**src/design/bir_ram.sv**
```systemverilog
// generic single-write single-read ram with registered read
`timescale 1ns / 1ps
module bir_ram #(
   parameter int WIDTH = 8,
   parameter int DEPTH = 256
) (
   input  logic                     clock,
   input  logic                     wr_en,
   input  logic [$clog2(DEPTH)-1:0] wr_addr,
   input  logic [WIDTH-1:0]         wr_data,
   input  logic                     rd_en,
   input  logic [$clog2(DEPTH)-1:0] rd_addr,
   output logic [WIDTH-1:0]         rd_data
);
   logic [WIDTH-1:0] mem [DEPTH];
   logic [WIDTH-1:0] rd_data_ff;

   always_ff @(posedge clock) begin
      if (wr_en) begin
         mem[wr_addr] <= wr_data;
      end
      if (rd_en) begin
         rd_data_ff <= mem[rd_addr];
      end
   end

   assign rd_data = rd_data_ff;
endmodule

```
**config.mk**
```make
export PLATFORM = sky130hd
export DESIGN_NAME = bir_ram
export DESIGN_NICKNAME = d
export VERILOG_FILES = /design/src/design/bir_ram.sv
export SDC_FILE = /design/constraint.sdc
export NUM_CORES = 2
export LEC_CHECK = 0
export ABC_AREA = 1
export BUFFER_PORTS_ARGS = -buffer_cell sky130_fd_sc_hd__buf_2
export CAP_MARGIN = 10
export CORE_ASPECT_RATIO = 1.2
export CORE_UTILIZATION = 46
export DETAILED_ROUTE_END_ITERATION = 10
export SLEW_MARGIN = 20
export SYNTH_ARGS = -nofsm -noshare
export SYNTH_HDL_FRONTEND = slang
export SYNTH_SLANG_ARGS = --single-unit
export TNS_END_PERCENT = 100
```
**constraint.sdc**
```tcl
create_clock -name clock -period 4.8 [get_ports clock]
set_input_delay 0.48 -clock clock [delete_from_list [all_inputs] [get_ports clock]]
set_output_delay 0.48 -clock clock [all_outputs]
set_load 0.01 [all_outputs]
```
# == After elaboration in Yosys (flattened, before gate mapping) ==
# Memories as Yosys holds them, arrays and structs flattened. A register that Yosys moved wholly into a read port is not among the register bits.
# Cells that the tools add are included.
# word_totals
elab_cells,3
ff_bits,0
inputBits,27
ram_bits,2048
out_inout_bits,8
mem_count,1
# mem_list
memory,words,word_bits,read_ports,rd_ports_with_merged_regs,wr,line_no,text
mem,256,8,1,1,1,15,logic [WIDTH-1:0] mem [DEPTH];
# op_classes
muxes,2
# ops
op,n
1-bit two-way mux,2

# == Longest topological paths before layout ==
# logic_depth
word_depth,2
mapped_depth,15
depth_no_buf,11

# == Worst setup path before layout ==
# Ideal clock, no wire load.
# synth_path
path_kind,in2reg
startpoint,input wr_en
endpoint,"memory mem[162][0], enable pin"
required_ns,4.430
setup_time_ns,0.370
setup_slack_ns,2.829
n_path_buf,2
cell_stages,4
arrival_ns,1.601
path_cell_list,clkbuf_1 nand3_1 clkbuf_1 nor2_1
# synth_via
elab_chain_cells,2
# synth_rtl
item,line_no,text
from (decl),8,"input logic wr_en,"
1-bit two-way mux,19,if (wr_en) begin
1-bit two-way mux (implied by the code),20,mem[wr_addr] <= wr_data;
to (decl),15,
# Every way passes these cells.

==> impl_metrics.env <==
export IMPL_status="finished clean"
export IMPL_antenna_found_initial=9
export IMPL_seq_power_share=0.531
export IMPL_yosysWarnings=0
export IMPL_viasPerCell=5.72
export IMPL_min_path_cells=1
export IMPL_syn_cell_area_sq_um=83500
export IMPL_post_drt_wl_per_cell_microns=24.4
export IMPL_cts_buffers=194
export IMPL_final_min_clock_period_ns=3.09
export IMPL_cp_arrival_ns=3.80
export IMPL_hold_ws_ns=0.0760
export IMPL_vias=54027
export IMPL_fin_nets=6897
export IMPL_crit_required_ns=5.51
export IMPL_ctsHoldBuffers=0
export IMPL_async_reset_ff_frac=0
export IMPL_rsz0062_at_grt="false"
export IMPL_syn_area_per_cell_sq_um=11.9
export IMPL_yosysTopAreaCell="edfxtp_1"
export IMPL_regToRegEndpoint="rd_data[3]$_DFFE_PP_"
export IMPL_worstPathMaxFanout=157
export IMPL_ys_types=13
export IMPL_synth_top_area_frac=0.740
export IMPL_io_pins=35
export IMPL_crit_type="in2reg"
export IMPL_clock_fmax_mhz=324
export IMPL_cts_sinks=2056
export IMPL_startpoint_type="input pin"
export IMPL_synth_area_leaders="edfxtp_1 74%, nand3_1 12%, nand2_1 9.5%"
export IMPL_hpwl_microns=129000
export IMPL_ys_seq_elements=2056
export IMPL_initial_core_util=0.465
export IMPL_end_kind="flip-flop"
export IMPL_die_height_microns=469
export IMPL_crit_path_top_delay_cell="buf_4"
export IMPL_layout_drive_gt1_share=0.0603
export IMPL_crit_top_cell="nand3_1"
export IMPL_areaGrowthSynthToFinish_pct=10.1
export IMPL_globalRoute_totalOverflow=0
export IMPL_cts_tree="yes"
export IMPL_worst_pin_slew_ns=1.07
export IMPL_min_to="mem[189][6]$_DFFE_PP_"
export IMPL_r2r_start="mem[165][3]$_DFFE_PP_"
export IMPL_dr_pass1_iters=6
export IMPL_setup_tns_ns=0
export IMPL_hold_start="wr_data[6]"
export IMPL_die_area_sq_um=183000
export IMPL_grt_pass1_wl_microns=341000
export IMPL_max_slew_margin_rel=0.285
export IMPL_maxCapViolCount=0
export IMPL_synthFlopType="edfxtp_1"
export IMPL_fp_row_count=170
export IMPL_first_global_vias=51431
export IMPL_crit_path_cell_trace="buf_8 > inv_16 > buf_4 > nand2_1 > nand3_1 > nand3_1 > nand3_1 > nand3_1 > nand3_1 > nand3_1 > nand2_1 > nand2_1 > nand2_1"
export IMPL_cts_buffer_depth=3
export IMPL_grtUsageTotal=0.252
export IMPL_report_final_slew_viol_count=0
export IMPL_p_per_area_nw_per_um2=406
export IMPL_ant_nets=0
export IMPL_ys_seq_area_frac=0.740
export IMPL_timing_final_crit_share=0.643
export IMPL_syn_num_nets=7030
export IMPL_drt_iter0_drc=6153
export IMPL_synth_edf_count=2056
export IMPL_cts_root_buf="clkbuf_16"
export IMPL_post_cts_setup_buffers=0
export IMPL_p_sw_frac=0.226
export IMPL_drcViolationCount=0
export IMPL_gp_congestion=0.842
export IMPL_pwr_share_clk=0.409
export IMPL_yosys_top_cells_count="2123 x nand2_1, 2056 x edfxtp_1, 2019 x nand3_1, 283 x nor2_1, 268 x buf_2"
export IMPL_placement_io_buffers=34
export IMPL_comb_power_share=0.060
export IMPL_fin_skew_ns=0.0323
export IMPL_clk_pin_slew_ns=0.06
export IMPL_setup_viol=0
export IMPL_ir_drop_v=0.000365
export IMPL_syn_inst=7003
export IMPL_wl_microns=231000
export IMPL_p_leak_nw=31.5
export IMPL_cts_resized=0
export IMPL_r2r_cells=10
export IMPL_core_area_sq_um=180000
export IMPL_grt_start_max_net_pins=192
export IMPL_p_sw_w=0.00843
export IMPL_timing_hold_violations_final=0
export IMPL_rrSetupSlack_ns=2.69
export IMPL_insertion_delay_ns=0.84
export IMPL_h_tree_depth=4
export IMPL_fin_util=0.512
export IMPL_hp_class="in2reg"
export IMPL_p_int_w=0.0289
export IMPL_worst_path_largest_cell_delay_ns=0.73
export IMPL_synth_most_common_cell="nand2_1"
export IMPL_dieWidth_microns=391
[worst max-delay path, delay by kind of cell]
family / cells / cell delay, ns
buf+inv: 3 / 1.39
simple gates: 10 / 1.57
[cell families after synthesis]
| group | synth area share |
|---|---|
| buffers and inverters | 0.0312 |
| AND/OR/NAND/NOR | 0.229 |
| flip-flops | 0.740 |
[metal layers]
| layer | vias to the layer above | track usage | part of all wire |
|---|---|---|---|
| met5 | - | 0 | 0.00016 |
| li1 | 24603 | - | - |
| met2 | 2258 | 0.409 | 0.48 |
| met1 | 26744 | 0.341 | 0.40 |
| met3 | 416 | 0.0394 | 0.079 |
| met4 | 6 | 0.0953 | 0.037 |
[cell type report]
type | instances | area (sq um)
clock buffer | 251 | 5200
sequential | 2056 | 61700
tap | 2408 | 3010
timing repair buffer | 154 | 1570
antenna | 4 | 10.0
clock inverter | 108 | 1020
inverter | 39 | 180
fill | 15384 | 87700
multi-input combinational | 4425 | 19100
[placed cells by master (no fill, tap or decap), drive strengths merged]
master,Yosys,final
buf,371,154
bufinv,0,17
clkbuf,112,251
clkinv,0,79
clkinvlp,0,4
diode,0,4
edfxtp,2056,2056
inv,39,47
nand2,2123,2123
nand3,2019,2019
nor2,283,283
[registers in the layout (all words and copies together), names as in the netlist]
name	flops
mem	2048
rd_data	8
[power by group through the flow]
stage / clock, W / combinational [W] / sequential, W
6_report: 0.0153 / 0.00222 / 0.0198
4_1_cts: 0.0154 / 0.00222 / 0.0198
3_5_place_dp: 0 / 0.00221 / 0.0202
2_1_floorplan: 0 / 0.00122 / 0.0202
5_1_grt: 0.0160 / 0.00240 / 0.0198
3_3_place_gp: 0 / 0.00220 / 0.0202
[through the flow]
step	worst slack, ns	cell area [sq um]	power, W	std cells
final	1.71	91900	0.0373	9445
after global routing	1.68	91900	0.0383	9442
after CTS	1.93	91900	0.0375	9441
after detailed placement	1.03	85600	0.0224	9082
after global placement	0.999	85600	0.0224	9082
after floorplan	2.83	83500	0.0214	7003
[worst max path at each step]
stage | cells past startpoint | to | start
after global routing | 13 | rd_data[2]$_DFFE_PP_ | rd_addr[0]
after global placement | 13 | rd_data[2]$_DFFE_PP_ | rd_addr[0]
final | 13 | rd_data[3]$_DFFE_PP_ | rd_addr[0]
after floorplan | 4 | mem[162][0]$_DFFE_PP_ | wr_en
after CTS | 13 | rd_data[3]$_DFFE_PP_ | rd_addr[0]
after detailed placement | 13 | rd_data[3]$_DFFE_PP_ | rd_addr[0]
(Power assumes the default switching activity.)
